--- src/design/calendar_date_difference_and_add_assert.svh ---
// Assertion macros for the calendar date block.
// Used by the cdda modules; expects clk and rst_n in the including scope.
`ifndef CALENDAR_DATE_DIFFERENCE_AND_ADD_ASSERT_SVH
`define CALENDAR_DATE_DIFFERENCE_AND_ADD_ASSERT_SVH
`ifndef SYNTHESIS
`define CDDA_ASSERT(lbl, prop) \
  lbl: assert property (@(posedge clk) disable iff (!rst_n) prop) \
    else $error("cdda assertion failed");
`define CDDA_ASSERT_NEXT(lbl, pre, post) \
  lbl: assert property (@(posedge clk) disable iff (!rst_n) (pre) |=> (post)) \
    else $error("cdda assertion failed");
`else
`define CDDA_ASSERT(lbl, prop)
`define CDDA_ASSERT_NEXT(lbl, pre, post)
`endif
`endif

--- src/design/cdda_pkg.sv ---
// Shared types, constants and calendar helper functions for the date block.
// No dependencies.
package cdda_pkg;

  localparam int COUNT_BITS_DEF = 16;

  localparam int DAY_W    = 5;
  localparam int MONTH_W  = 4;
  localparam int YEAR_W   = 14;
  localparam int COUNT_W  = 16;
  localparam int DIFF_W   = 22;
  localparam int STATUS_W = 3;
  localparam int LEAP_W   = YEAR_W - 1;
  localparam int STEP_W   = DAY_W + 1;
  localparam int YLEN_W   = 9;

  localparam logic [YEAR_W-1:0]  TOP_YEAR        = 14'd9999;
  localparam logic [YLEN_W-1:0]  DAYS_COMMON     = 9'd365;
  localparam logic [YLEN_W-1:0]  DAYS_LEAP       = 9'd366;
  localparam logic [DAY_W-1:0]   FEB_COMMON_LAST = 5'd28;
  localparam logic [DAY_W-1:0]   DAY_LAST        = 5'd31;
  localparam logic [MONTH_W-1:0] MONTH_FEB       = 4'd2;
  localparam logic [MONTH_W-1:0] MONTHS          = 4'd12;
  localparam logic [1:0]         LEAP_ROUND      = 2'd3;

  localparam logic [DAY_W-1:0] LEN_COMMON [13] = '{
    5'd0, 5'd31, 5'd28, 5'd31, 5'd30, 5'd31, 5'd30,
    5'd31, 5'd31, 5'd30, 5'd31, 5'd30, 5'd31
  };
  localparam logic [DAY_W-1:0] LEN_LEAP [13] = '{
    5'd0, 5'd31, 5'd29, 5'd31, 5'd30, 5'd31, 5'd30,
    5'd31, 5'd31, 5'd30, 5'd31, 5'd30, 5'd31
  };

  typedef enum logic [STATUS_W-1:0] {
    STATUS_OK         = 3'd0,
    STATUS_BAD_FIRST  = 3'd1,
    STATUS_BAD_SECOND = 3'd2,
    STATUS_ORDER      = 3'd3,
    STATUS_OVERFLOW   = 3'd4
  } cdda_status_t;

  typedef enum logic [3:0] {
    ST_IDLE,
    ST_DOY1,
    ST_DOY2,
    ST_LEAPS,
    ST_ADD_MONTH,
    ST_ADD_YEAR,
    ST_DONE
  } cdda_state_t;

  // Request as handed from the front end to the sequencer
  typedef struct packed {
    logic                 op_add;
    cdda_status_t         status;
    logic [DAY_W-1:0]     d1;
    logic [MONTH_W-1:0]   m1;
    logic [YEAR_W-1:0]    y1;
    logic [DAY_W-1:0]     d2;
    logic [MONTH_W-1:0]   m2;
    logic [YEAR_W-1:0]    y2;
    logic [DIFF_W-1:0]    year_days;
    logic [LEAP_W-1:0]    leap_days;
  } cdda_job_t;

  typedef struct packed {
    cdda_status_t         status;
    logic [DIFF_W-1:0]    diff;
    logic [DAY_W-1:0]     day;
    logic [MONTH_W-1:0]   month;
    logic [YEAR_W-1:0]    year;
  } cdda_res_t;

  typedef struct packed {
    logic idle;
    logic res_valid;
  } cdda_seq_stat_t;

  function automatic logic is_leap(input logic [YEAR_W-1:0] y);
    return (y[1:0] == 2'b00);
  endfunction

  function automatic logic [DAY_W-1:0] month_len(input logic [MONTH_W-1:0] m,
                                                 input logic leap);
    logic [DAY_W-1:0] len;
    len = '0;
    if (m <= MONTHS) begin
      len = leap ? LEN_LEAP[m] : LEN_COMMON[m];
    end
    return len;
  endfunction

  function automatic logic date_ok(input logic [DAY_W-1:0] d,
                                   input logic [MONTH_W-1:0] m,
                                   input logic [YEAR_W-1:0] y);
    logic ok;
    ok = (d != '0) && (m != '0) && (m <= MONTHS) && (y <= TOP_YEAR);
    if ((m == MONTH_FEB) && (d > FEB_COMMON_LAST) && !is_leap(y)) begin
      ok = 1'b0;
    end
    return ok;
  endfunction

endpackage

--- src/design/cdda_alu.sv ---
// Shared add/subtract unit used by every step of the date sequencer.
// Depends on cdda_pkg for the default width.
module cdda_alu #(
  parameter int W = cdda_pkg::DIFF_W + 1
) (
  input  logic [W-1:0] a,
  input  logic [W-1:0] b,
  input  logic         sub,
  output logic [W-1:0] sum,
  output logic         borrow
);

  logic [W:0] total;

  assign total  = {1'b0, a} + {1'b0, (sub ? ~b : b)} + (W+1)'(sub);
  assign sum    = total[W-1:0];
  // a < b on subtract
  assign borrow = sub & ~total[W];

endmodule

--- src/design/cdda_seq.sv ---
// Sequencer and working registers for date difference and day addition.
// Depends on cdda_pkg, cdda_alu and the assertion macro header.
`include "calendar_date_difference_and_add_assert.svh"

module cdda_seq #(
  parameter int COUNT_BITS = cdda_pkg::COUNT_BITS_DEF
) (
  input  logic                      clk,
  input  logic                      rst_n,
  input  logic                      start,
  input  cdda_pkg::cdda_job_t       job,
  input  logic [COUNT_BITS-1:0]     count,
  input  logic                      res_take,
  output cdda_pkg::cdda_seq_stat_t  stat,
  output cdda_pkg::cdda_res_t       res
);
  import cdda_pkg::*;

  localparam int ALU_W = ((COUNT_BITS > DIFF_W) ? COUNT_BITS : DIFF_W) + 1;

  cdda_state_t          state_r, state_nxt;
  logic [ALU_W-1:0]     work_r, work_nxt;
  logic [DAY_W-1:0]     d_r, d_nxt;
  logic [MONTH_W-1:0]   m_r, m_nxt;
  logic [YEAR_W-1:0]    y_r, y_nxt;
  logic [MONTH_W-1:0]   idx_r, idx_nxt;
  cdda_job_t            job_r, job_nxt;
  cdda_status_t         status_r, status_nxt;

  logic [ALU_W-1:0]     alu_b, alu_sum;
  logic                 alu_sub, alu_borrow;

  logic [DAY_W-1:0]     ml1, ml2, cur_len;
  logic [STEP_W-1:0]    step;
  logic [YLEN_W-1:0]    year_len;
  logic                 more1, more2, work_zero, last_month, y_over;
  logic [YEAR_W-1:0]    y_inc;

  cdda_alu #(.W(ALU_W)) u_alu (
    .a      (work_r),
    .b      (alu_b),
    .sub    (alu_sub),
    .sum    (alu_sum),
    .borrow (alu_borrow)
  );

  assign ml1        = month_len(idx_r, is_leap(job_r.y1));
  assign ml2        = month_len(idx_r, is_leap(job_r.y2));
  assign cur_len    = month_len(m_r, is_leap(y_r));
  // days to reach the first of the next month; a day past the month end steps by one
  assign step       = ((d_r < cur_len) ? {1'b0, cur_len - d_r} : '0) + STEP_W'(1);
  assign year_len   = is_leap(y_r) ? DAYS_LEAP : DAYS_COMMON;
  assign more1      = (idx_r < job_r.m1);
  assign more2      = (idx_r < job_r.m2);
  assign work_zero  = (work_r == '0);
  assign last_month = (m_r == MONTHS);
  assign y_inc      = y_r + YEAR_W'(1);
  assign y_over     = (y_inc > TOP_YEAR);

  // next state
  always_comb begin
    state_nxt = state_r;
    unique case (state_r)
      ST_IDLE: begin
        if (start) begin
          if (job.status != STATUS_OK) begin
            state_nxt = ST_DONE;
          end else if (job.op_add) begin
            state_nxt = ST_ADD_MONTH;
          end else begin
            state_nxt = ST_DOY1;
          end
        end
      end
      ST_DOY1: begin
        if (!more1) begin
          state_nxt = ST_DOY2;
        end
      end
      ST_DOY2: begin
        if (!more2) begin
          state_nxt = ST_LEAPS;
        end
      end
      ST_LEAPS: state_nxt = ST_DONE;
      ST_ADD_MONTH: begin
        if (work_zero || alu_borrow) begin
          state_nxt = ST_DONE;
        end else if (last_month) begin
          state_nxt = y_over ? ST_DONE : ST_ADD_YEAR;
        end
      end
      ST_ADD_YEAR: begin
        if (alu_borrow) begin
          state_nxt = ST_ADD_MONTH;
        end else if (y_over) begin
          state_nxt = ST_DONE;
        end
      end
      ST_DONE: begin
        if (res_take) begin
          state_nxt = ST_IDLE;
        end
      end
      default: state_nxt = ST_IDLE;
    endcase
  end

  // shared unit operand select
  always_comb begin
    alu_sub = 1'b0;
    alu_b   = '0;
    unique case (state_r)
      ST_DOY1: begin
        if (more1) begin
          alu_b = ALU_W'(ml1);
        end else begin
          alu_sub = 1'b1;
          alu_b   = ALU_W'(job_r.d2);
        end
      end
      ST_DOY2: begin
        if (more2) begin
          alu_sub = 1'b1;
          alu_b   = ALU_W'(ml2);
        end else begin
          alu_b = ALU_W'(job_r.year_days);
        end
      end
      ST_LEAPS: alu_b = ALU_W'(job_r.leap_days);
      ST_ADD_MONTH: begin
        alu_sub = 1'b1;
        alu_b   = ALU_W'(step);
      end
      ST_ADD_YEAR: begin
        alu_sub = 1'b1;
        alu_b   = ALU_W'(year_len);
      end
      default: begin
        alu_sub = 1'b0;
        alu_b   = '0;
      end
    endcase
  end

  // working registers
  always_comb begin
    work_nxt   = work_r;
    d_nxt      = d_r;
    m_nxt      = m_r;
    y_nxt      = y_r;
    idx_nxt    = idx_r;
    job_nxt    = job_r;
    status_nxt = status_r;
    unique case (state_r)
      ST_IDLE: begin
        if (start) begin
          job_nxt    = job;
          status_nxt = job.status;
          idx_nxt    = MONTH_W'(1);
          d_nxt      = job.d1;
          m_nxt      = job.m1;
          y_nxt      = job.y1;
          work_nxt   = job.op_add ? ALU_W'(count) : ALU_W'(job.d1);
        end
      end
      ST_DOY1: begin
        work_nxt = alu_sum;
        idx_nxt  = more1 ? (idx_r + MONTH_W'(1)) : MONTH_W'(1);
      end
      ST_DOY2: begin
        work_nxt = alu_sum;
        if (more2) begin
          idx_nxt = idx_r + MONTH_W'(1);
        end
      end
      ST_LEAPS: work_nxt = alu_sum;
      ST_ADD_MONTH: begin
        if (!work_zero) begin
          if (alu_borrow) begin
            // remainder fits in this month
            d_nxt = d_r + work_r[DAY_W-1:0];
          end else begin
            work_nxt = alu_sum;
            d_nxt    = DAY_W'(1);
            if (last_month) begin
              m_nxt = MONTH_W'(1);
              y_nxt = y_inc;
              if (y_over) begin
                status_nxt = STATUS_OVERFLOW;
              end
            end else begin
              m_nxt = m_r + MONTH_W'(1);
            end
          end
        end
      end
      ST_ADD_YEAR: begin
        if (!alu_borrow) begin
          work_nxt = alu_sum;
          y_nxt    = y_inc;
          if (y_over) begin
            status_nxt = STATUS_OVERFLOW;
          end
        end
      end
      default: begin
        work_nxt = work_r;
      end
    endcase
  end

  always_ff @(posedge clk) begin
    if (!rst_n) begin
      state_r <= ST_IDLE;
    end else begin
      state_r <= state_nxt;
    end
  end

  always_ff @(posedge clk) begin
    work_r   <= work_nxt;
    d_r      <= d_nxt;
    m_r      <= m_nxt;
    y_r      <= y_nxt;
    idx_r    <= idx_nxt;
    job_r    <= job_nxt;
    status_r <= status_nxt;
  end

  always_comb begin
    res        = '0;
    res.status = status_r;
    if (status_r == STATUS_OVERFLOW) begin
      res.day   = DAY_LAST;
      res.month = MONTHS;
      res.year  = TOP_YEAR;
    end else if (status_r == STATUS_OK) begin
      if (job_r.op_add) begin
        res.day   = d_r;
        res.month = m_r;
        res.year  = y_r;
      end else begin
        // negative span (same-year overlong days) clamps to zero
        res.diff = work_r[ALU_W-1] ? '0 : work_r[DIFF_W-1:0];
      end
    end
  end

  assign stat.idle      = (state_r == ST_IDLE);
  assign stat.res_valid = (state_r == ST_DONE);

  `CDDA_ASSERT(a_start_idle, start |-> (state_r == ST_IDLE))
  `CDDA_ASSERT(a_add_month_range, ((state_r == ST_ADD_MONTH) || (state_r == ST_ADD_YEAR)) |-> ((m_r != '0) && (m_r <= MONTHS) && (y_r <= TOP_YEAR)))
  `CDDA_ASSERT(a_idx_range, ((state_r == ST_DOY1) || (state_r == ST_DOY2)) |-> (idx_r <= MONTHS))
  `CDDA_ASSERT_NEXT(a_done_hold, (state_r == ST_DONE) && !res_take, (state_r == ST_DONE) && $stable(work_r) && $stable(status_r))

endmodule

--- src/design/calendar_date_difference_and_add.sv ---
// Calendar date difference / add-days block, one request at a time. A
// difference request walks both dates' month tables on one shared adder.
// An add request steps one month or one whole year per cycle on the same
// adder. Invalid dates and out-of-order pairs go straight from idle to the
// result state. in_ready is high only while the sequencer is idle; a
// finished word sits in the output register so the next request can be
// taken while it waits.
// Depends on cdda_pkg, cdda_seq, cdda_alu.
`include "calendar_date_difference_and_add_assert.svh"

module calendar_date_difference_and_add #(
  parameter int COUNT_BITS = cdda_pkg::COUNT_BITS_DEF
) (
  input  logic                           clk,
  input  logic                           rst_n,
  input  logic                           in_valid,
  output logic                           in_ready,
  input  logic                           in_operation,
  input  logic [cdda_pkg::DAY_W-1:0]     in_first_day,
  input  logic [cdda_pkg::MONTH_W-1:0]   in_first_month,
  input  logic [cdda_pkg::YEAR_W-1:0]    in_first_year,
  input  logic [cdda_pkg::DAY_W-1:0]     in_second_day,
  input  logic [cdda_pkg::MONTH_W-1:0]   in_second_month,
  input  logic [cdda_pkg::YEAR_W-1:0]    in_second_year,
  input  logic [cdda_pkg::COUNT_W-1:0]   in_day_count,
  output logic                           out_valid,
  input  logic                           out_ready,
  output logic [cdda_pkg::STATUS_W-1:0]  out_status,
  output logic [cdda_pkg::DIFF_W-1:0]    out_day_difference,
  output logic [cdda_pkg::DAY_W-1:0]     out_new_day,
  output logic [cdda_pkg::MONTH_W-1:0]   out_new_month,
  output logic [cdda_pkg::YEAR_W-1:0]    out_new_year
);
  import cdda_pkg::*;

  cdda_seq_stat_t         seq_stat;
  cdda_res_t              seq_res;
  cdda_job_t              job;
  logic                   start, res_take;
  logic [COUNT_BITS-1:0]  count;

  logic                   first_ok, second_ok, first_earlier;
  logic [YEAR_W-1:0]      year_span;
  logic [DIFF_W-1:0]      span_ext;
  logic [YEAR_W:0]        lb1_sum, lb2_sum;
  logic [LEAP_W-1:0]      lb1, lb2;

  logic                   out_valid_r, out_valid_nxt;
  cdda_res_t              out_res_r;

  assign first_ok      = date_ok(in_first_day, in_first_month, in_first_year);
  assign second_ok     = date_ok(in_second_day, in_second_month, in_second_year);
  assign first_earlier = (in_first_year < in_second_year) ||
                         ((in_first_year == in_second_year) &&
                          ((in_first_month < in_second_month) ||
                           ((in_first_month == in_second_month) &&
                            (in_first_day < in_second_day))));

  // whole-year span and leap years in [y2, y1)
  assign year_span = in_first_year - in_second_year;
  assign span_ext  = DIFF_W'(year_span);
  assign lb1_sum   = {1'b0, in_first_year} + (YEAR_W+1)'(LEAP_ROUND);
  assign lb2_sum   = {1'b0, in_second_year} + (YEAR_W+1)'(LEAP_ROUND);
  assign lb1       = lb1_sum[YEAR_W:2];
  assign lb2       = lb2_sum[YEAR_W:2];

  always_comb begin
    job.op_add    = in_operation;
    job.d1        = in_first_day;
    job.m1        = in_first_month;
    job.y1        = in_first_year;
    job.d2        = in_second_day;
    job.m2        = in_second_month;
    job.y2        = in_second_year;
    job.year_days = DIFF_W'(span_ext * DIFF_W'(DAYS_COMMON));
    job.leap_days = lb1 - lb2;
    priority if (!first_ok) begin
      job.status = STATUS_BAD_FIRST;
    end else if (in_operation) begin
      job.status = STATUS_OK;
    end else if (!second_ok) begin
      job.status = STATUS_BAD_SECOND;
    end else if (first_earlier) begin
      job.status = STATUS_ORDER;
    end else begin
      job.status = STATUS_OK;
    end
  end

  assign count    = COUNT_BITS'(in_day_count);
  assign in_ready = seq_stat.idle;
  assign start    = in_valid & seq_stat.idle;
  assign res_take = seq_stat.res_valid & (~out_valid_r | out_ready);

  cdda_seq #(.COUNT_BITS(COUNT_BITS)) u_seq (
    .clk      (clk),
    .rst_n    (rst_n),
    .start    (start),
    .job      (job),
    .count    (count),
    .res_take (res_take),
    .stat     (seq_stat),
    .res      (seq_res)
  );

  always_comb begin
    out_valid_nxt = out_valid_r;
    priority if (res_take) begin
      out_valid_nxt = 1'b1;
    end else if (out_ready) begin
      out_valid_nxt = 1'b0;
    end else begin
      out_valid_nxt = out_valid_r;
    end
  end

  always_ff @(posedge clk) begin
    if (!rst_n) begin
      out_valid_r <= 1'b0;
    end else begin
      out_valid_r <= out_valid_nxt;
    end
  end

  always_ff @(posedge clk) begin
    if (res_take) begin
      out_res_r <= seq_res;
    end
  end

  assign out_valid          = out_valid_r;
  assign out_status         = out_res_r.status;
  assign out_day_difference = out_res_r.diff;
  assign out_new_day        = out_res_r.day;
  assign out_new_month      = out_res_r.month;
  assign out_new_year       = out_res_r.year;

  `CDDA_ASSERT(a_take_slot_free, res_take |-> (!out_valid_r || out_ready))
  `CDDA_ASSERT(a_busy_not_ready, (!seq_stat.idle) |-> !in_ready)
  `CDDA_ASSERT_NEXT(a_take_valid, res_take, out_valid_r && !seq_stat.res_valid)

endmodule

--- config.mk ---
export PLATFORM = sky130hd
export DESIGN_NAME = calendar_date_difference_and_add
export DESIGN_NICKNAME = d
export VERILOG_FILES = /design/src/design/cdda_pkg.sv /design/src/design/cdda_alu.sv /design/src/design/cdda_seq.sv /design/src/design/calendar_date_difference_and_add.sv
export VERILOG_INCLUDE_DIRS = /design/src /design/src/design
export SDC_FILE = /design/constraint.sdc
export NUM_CORES = 1
export LEC_CHECK = 0
export CAP_MARGIN = 0
export CORE_ASPECT_RATIO = 1.5
export CORE_MARGIN = 5
export CORE_UTILIZATION = 59
export DETAILED_ROUTE_END_ITERATION = 8
export DONT_BUFFER_PORTS = 1
export HOLD_SLACK_MARGIN = 0.08
export PLACE_DENSITY = 0.78
export SYNTH_ARGS = -nofsm -noshare
export SYNTH_HDL_FRONTEND = slang
export SYNTH_SLANG_ARGS = --single-unit
export TNS_END_PERCENT = 5
--- constraint.sdc ---
create_clock -name clk -period 5.55 [get_ports clk]
set_input_delay 0.2775 -clock clk [delete_from_list [all_inputs] [get_ports clk]]
set_output_delay 0.2775 -clock clk [all_outputs]
set_load 0.02 [all_outputs]
== After elaboration in Yosys (flattened, before gate mapping) ==
Memory sizes are Yosys's and may differ from the RTL's.
Index checks and enable logic that the tools add are counted.
Storage, ports and cells
  bits in registers: 159
  output and inout bits: 50
  bits of input ports: 67
  ROM bits: 320
  logic and storage cells: 213
  memories: 4
Memory list
  (name not given): words 16, width 5, read ports 1, clocked after Yosys merged registers in 0, write ports 0, RTL line cdda_pkg.sv:89  | len = leap ? LEN_LEAP[m] : LEN_COMMON[m];
  (name not given): words 16, width 5, read ports 1, clocked after Yosys merged registers in 0, write ports 0, RTL line cdda_pkg.sv:89
  (name not given): words 16, width 5, read ports 1, clocked after Yosys merged registers in 0, write ports 0, RTL line cdda_pkg.sv:89
  (name not given): words 16, width 5, read ports 1, clocked after Yosys merged registers in 0, write ports 0, RTL line cdda_pkg.sv:89
Cells by class
  multiplexer cells: 76
  bitwise logic cells: 11
  $mul: 1
  magnitude comparators: 17
  add/sub/neg operators: 12
  equality and inequality tests: 23
  reductions and logical operators: 46
Operators with widths (number)
  23-bit two-way mux: 6
  23-bit one-hot mux with 5 select lines: 1
  5-bit two-way mux: 19
  23-bit one-hot mux with 4 select lines: 1
  14-bit two-way mux: 5
  4-bit two-way mux: 16
  14-bit one-hot mux with 3 select lines: 1
  14-bit by 2-bit adder with 15-bit output (second input constant): 2
  14-bit less-or-equal comparator (second input constant): 2
  4-bit one-hot mux with 7 select lines: 1
  23-bit by 23-bit adder with 24-bit output: 1
  24-bit by 1-bit adder with 24-bit output: 1
  23-bit logical NOT: 1
  23-bit inverter: 1
  14-bit by 9-bit multiplier with 22-bit output (second input constant): 1
  22-bit two-way mux: 1
  3-bit two-way mux: 7
  4-bit by 2-bit == test with 1-bit output (second input constant): 4
  4-bit less-or-equal comparator (second input constant): 4
  16-bit two-way mux: 1
  14-bit by 1-bit adder with 14-bit output (second input constant): 1
  14-bit == test: 1
  14-bit greater-than comparator (second input constant): 1
  14-bit < comparator: 1
  other kinds (46): 106

== Longest topological paths before layout ==
  depth in word-level cells: 19
  gate-level depth with buffers: 31

== Hierarchy ==
A second synthesis with hierarchy kept.
Unflattened totals
  cell total of the unflattened synthesis: 1436
  area, all modules: 13803.2 µm²
By module, submodules not included
  cdda_seq: times used 1, cells each 618, sequential area each 3243.1 µm², area each 6366.1 µm²
  calendar_date_difference_and_add: times used 1, cells each 630, sequential area each 1461.4 µm², area each 5975.7 µm²
  cdda_alu: times used 1, cells each 188, sequential area each 0.0 µm², area each 1461.4 µm²

== Worst setup path before layout ==
No wires, ideal clock.
  kind: in2reg
  start: input in_first_year[0] (netlist bit)
  end: register u_seq.job_r[33] (netlist bit), data pin
  stages on the path: 27
  slack: -0.560 ns
  arrival time: 5.852 ns
  buffers on the path: 0
  cell sequence: inv_1 ha_1 inv_1 fa_1 a21o_1 a21oi_1 o21ai_0 a31oi_1 nor2b_1 nor2_1 o21bai_1 a21oi_1 xnor2_1 ha_1 fa_1 inv_1 fa_1 inv_1 fa_1 ha_1 nor2b_1 o21a_1 o31a_1 o41ai_1 o2111ai_1 a21oi_1 xnor2_1
RTL lines
  start, declared: RTL line calendar_date_difference_and_add.sv:21  | input logic [cdda_pkg::YEAR_W-1:0] in_first_year,
  end signal, assigned: RTL line cdda_seq.sv:227  | job_r <= job_nxt;
  end, declared: RTL line cdda_seq.sv:27  | cdda_job_t job_r, job_nxt;

== Worst setup path in the final report ==
  start: register u_seq.m_r[1]
  end: register u_seq.status_r[1] (enable)
Between the ends
  cells in the longest elaborated chain, start to end: 18
Ends and longest elaborated chain
  start, declared: RTL line cdda_seq.sv:24  | logic [MONTH_W-1:0] m_r, m_nxt;
  start signal, assigned: RTL line cdda_seq.sv:224  | m_r <= m_nxt;
  4-bit inverter with 5-bit output (implied by the code): RTL line cdda_pkg.sv:89
  memory 16 x 5 bit
  5-bit two-way mux (implied by the code) (2 in a row): RTL line cdda_pkg.sv:89
  5-bit two-way mux: RTL line cdda_pkg.sv:89
  5-bit two-way mux: RTL line cdda_pkg.sv:88  | if (m <= MONTHS) begin
  5-bit subtractor or 5-bit < comparator (tied branches): RTL line cdda_seq.sv:51  | assign step = ((d_r < cur_len) ? {1'b0, cur_len - d_r} : '0) + STEP_W'(1);
  5-bit two-way mux: RTL line cdda_seq.sv:51
  6-bit by 1-bit adder with 6-bit output: RTL line cdda_seq.sv:51
  23-bit one-hot mux with 5 select lines: RTL line cdda_seq.sv:113  | unique case (state_r)
  23-bit inverter: RTL line cdda_alu.sv:15  | assign total = {1'b0, a} + {1'b0, (sub ? ~b : b)} + (W+1)'(sub);
  23-bit two-way mux: RTL line cdda_alu.sv:15
  23-bit by 23-bit adder with 24-bit output: RTL line cdda_alu.sv:15
  24-bit by 1-bit adder with 24-bit output: RTL line cdda_alu.sv:15
  1-bit inverter: RTL line cdda_alu.sv:18  | assign borrow = sub & ~total[W];
  1-bit AND: RTL line cdda_alu.sv:18
  2-bit != test (no line)
  6-bit AND reduction (no line) (*)
  end signal, assigned: RTL line cdda_seq.sv:228  | status_r <= status_nxt;
  end, declared: RTL line cdda_seq.sv:28  | cdda_status_t status_r, status_nxt;
Mark *: on every way between the ends. The rest lies on a longest branch, timed or not. The select of a mux whose other input is x is not followed.
A chain may end at the register's enable or synchronous reset.

==> reports/results.txt <==
run status: finished with violations
failing checks: negative setup slack
Seq. cell area: 0.00470 sq mm
RR Endpoint: u_seq.status_r[1]
synth unique cells: 72
Clock Skew: 0.0117 ns
HP Class: in2reg
Finish-stage setup viols: 3
Yosys top cell area share: 36.3%
gr usage total: 27.4%
f_max: 0.180 GHz
CP bufs+invs: 5
gr ovfl total: 0
CP endpoint: u_seq.status_r[1]
Wirelength per Cell: 19.6 um
Setup crit end kind: register
Critical Path RT: 5.69 ns
Pre-antenna DRT Iters: 5
Clock Latency Late Sink: 0.43 ns
Synth async-reset ratio: 0%
Worst Tran Pin Value: 1.36 ns
Worst Setup SP: u_seq.m_r[1]
crit share post-route: 100%
gpl congestion: 0.932
final hold violation count: 0
drt via density: 6.01
Initial Utilization: 59.4%
n_diodes: 0
Syn Inst Count: 1297
Die Ht: 190 um
CP max stage delay: 0.40 ns
Die X: 130 um
# nets final: 1686
setup TNS: -0.0227 ns
initial antenna violation count: 0
Final Max Tran Viols: 0
Post-synth EDFFs: 154
Synthesis Warnings: 0
Avg Inst Size Synth: 9.83 sq um
Non-Filler Instances: 1728
DRC Markers: 0
layout cells sized above 1: 15.5%
clock root buffer: clkbuf_16
critical path class: reg2reg
worst r2r src: u_seq.m_r[1]
Die Area: 0.0247 sq mm
Clk pin slew, worst setup/hold paths: 0.07 ns
Core Box Area: 0.0215 sq mm
number of synthesized register bits: 158
Vias: 10400
H-tree depth: 4
critical path fanouts, max: 4
R2R Setup Slk: -0.008 ns
number of global-route vias before repair: 10600
drt total wl: 33.8 mm
largest net degree at the start of global routing: 54
hpwl dp: 25.6 mm
Mapped Area: 0.0128 sq mm
multi-input logic area: 0.00775 sq mm
register area share after synthesis: 36.9%
largest cells by area after synthesis: edfxtp_1 (36%), ha_1 (12%), fa_1 (7.7%)
Startpoint Class: register
Max stage delay cell, worst path: edfxtp_1
TritonCTS clock tree: yes
clock buffer depth: 2
DR iter-0 viols: 835
worst path arrival time: 5.70 ns
placed insts: 1647
number of routed nets with antenna violations: 0
Max Cap Viol: 0
Area Overhead vs Synth: 19.1%
clock buffer count from CTS: 17
fin crit period: 5.56 ns
unrepaired setup endpoints after global routing: yes
# port buffers: 0
Setup WS pre-CTS: -0.401 ns
Setup WS post-layout: -0.00758 ns
crit-path leading delay family: compound AO/OA/AOI/OAI gates
I/O pin cnt: 117
Worst path depth: 29
hold path start: in_first_year[5]
clock sink count: 158
dominant cell type by area after synthesis: edfxtp_1
Slew headroom: 8.72%
first-pass GRT wire length: 53.1 mm
Reg2Reg Depth: 29
Fill cells: 1540
syn_nets: 1539
most used flip-flop cell after synthesis: edfxtp_1
row count: 66
cells by family (layout without fill, tap and decap cells):
group	count (synthesis)	count (layout)	synth area share, %
buffers and inverters	159	318	4.80
adder cells (fa/ha/maj)	175	175	20.1
flip-flops	158	158	36.9
AND/OR/NAND/NOR	400	400	15.3
multiplexers	10	10	0.804
XOR/XNOR	105	105	7.21
AO/OA/AOI/OAI	290	290	14.9
synth_stat cells (4+ instances only):
cell type	count
edfxtp_1	154
ha_1	126
inv_1	122
nand2_1	119
nor2_1	82
o21ai_0	75
a21oi_1	74
xnor2_1	70
nand3_1	50
fa_1	49
a21o_1	40
and2_1	35
xor2_1	35
clkbuf_1	25
nor3_1	25
nor2b_1	17
nor4_1	14
nand2b_1	12
nand4_1	11
a21boi_0	10
o21a_1	10
a221o_1	8
a31oi_1	8
mux2i_1	8
o211ai_1	8
and3_1	7
a22oi_1	6
nor3b_1	6
a221oi_1	5
o31a_1	5
dfxtp_1	4
nand3b_1	4
o21bai_1	4
or2_2	4
flip-flops by register name, indices dropped and copies added, names as in the netlist:
| name | flops |
|---|---|
| out_day_difference | 22 |
| out_new_day | 5 |
| out_new_month | 4 |
| out_new_year | 14 |
| out_status | 3 |
| out_valid | 1 |
| u_seq.d_r | 5 |
| u_seq.idx_r | 4 |
| u_seq.job_r | 53 |
| u_seq.m_r | 4 |
| u_seq.state_r | 3 |
| u_seq.status_r | 3 |
| u_seq.work_r | 23 |
| u_seq.y_r | 14 |
metrics by stage:
step / utilization, % / cell area (sq um) / hold WS [ns]
floorplan: - / 12800 / 0.376
global placement: 64.6 / 13900 / 0.377
detailed placement: 64.6 / 13900 / 0.377
CTS: 69.3 / 14900 / 0.0820
global route: 70.7 / 15200 / 0.0910
finish: 70.7 / 15200 / 0.0862
per-layer routing:
layer | up-vias | GRT usage [%] | share of wire [%]
li1 | 4907 | - | -
met1 | 4926 | 30.9 | 36
met2 | 442 | 48.4 | 52
met3 | 111 | 6.04 | 6.3
met4 | 0 | 12.8 | 5.0
met5 | - | 0 | 0
worst min path at each step:
stage          slack, ns                to  cells past startpoint
2_1_floorplan       0.38   u_seq.job_r[35]                      0
3_3_place_gp        0.38   u_seq.job_r[36]                      0
3_5_place_dp        0.38   u_seq.job_r[36]                      0
4_1_cts             0.08      u_seq.y_r[5]                      2
5_1_grt             0.09  u_seq.work_r[14]                      2
6_report            0.09      u_seq.y_r[5]                      2
layout by cell type, fill, tap and decap left out, types with 17 or more instances in the layout:
cell	instances
nor3_1	24
and2_1	33
nor2_1	81
nand2_1	118
xnor2_1	69
fa_1	46
xor2_1	33
nand3_1	50
o21ai_0	65
clkbuf_16	17
ha_1	117
dlygate4sd3_1	38
a21o_1	40
edfxtp_1	154
buf_4	118
a21oi_1	65
inv_1	118
worst reg2reg max path, delay by kind of cell (launching register included):
kind / cells / cell delay [ns]
AO/OA/AOI/OAI: 12 / 1.74
AND/OR/NAND/NOR: 5 / 0.99
adder cells (fa/ha/maj): 3 / 0.76
buffers and inverters: 5 / 0.52
multiplexers: 2 / 0.48
flip-flops: 1 / 0.40
XOR/XNOR: 2 / 0.40
final cells by class:
cell class	instances	share of cell area (%)
timing repair buffer	161	8.77
sequential	158	31.0
multi-input combinational	980	51.1
inverter	126	3.13
clock buffer	17	2.80
clock inverter	14	1.02
tap	272	2.24
repair_timing:
item	CTS	global route
setup endpoints to repair	45	62
pin swaps	3	36
hold buffers	38	0
buffers inserted	0	12
endpoints found under the hold margin	48	0
gates resized for setup	9	52
Power is left out: the tool's default activity adds up to more than one toggle a clock period on the data nets, which glitch-free logic cannot reach.
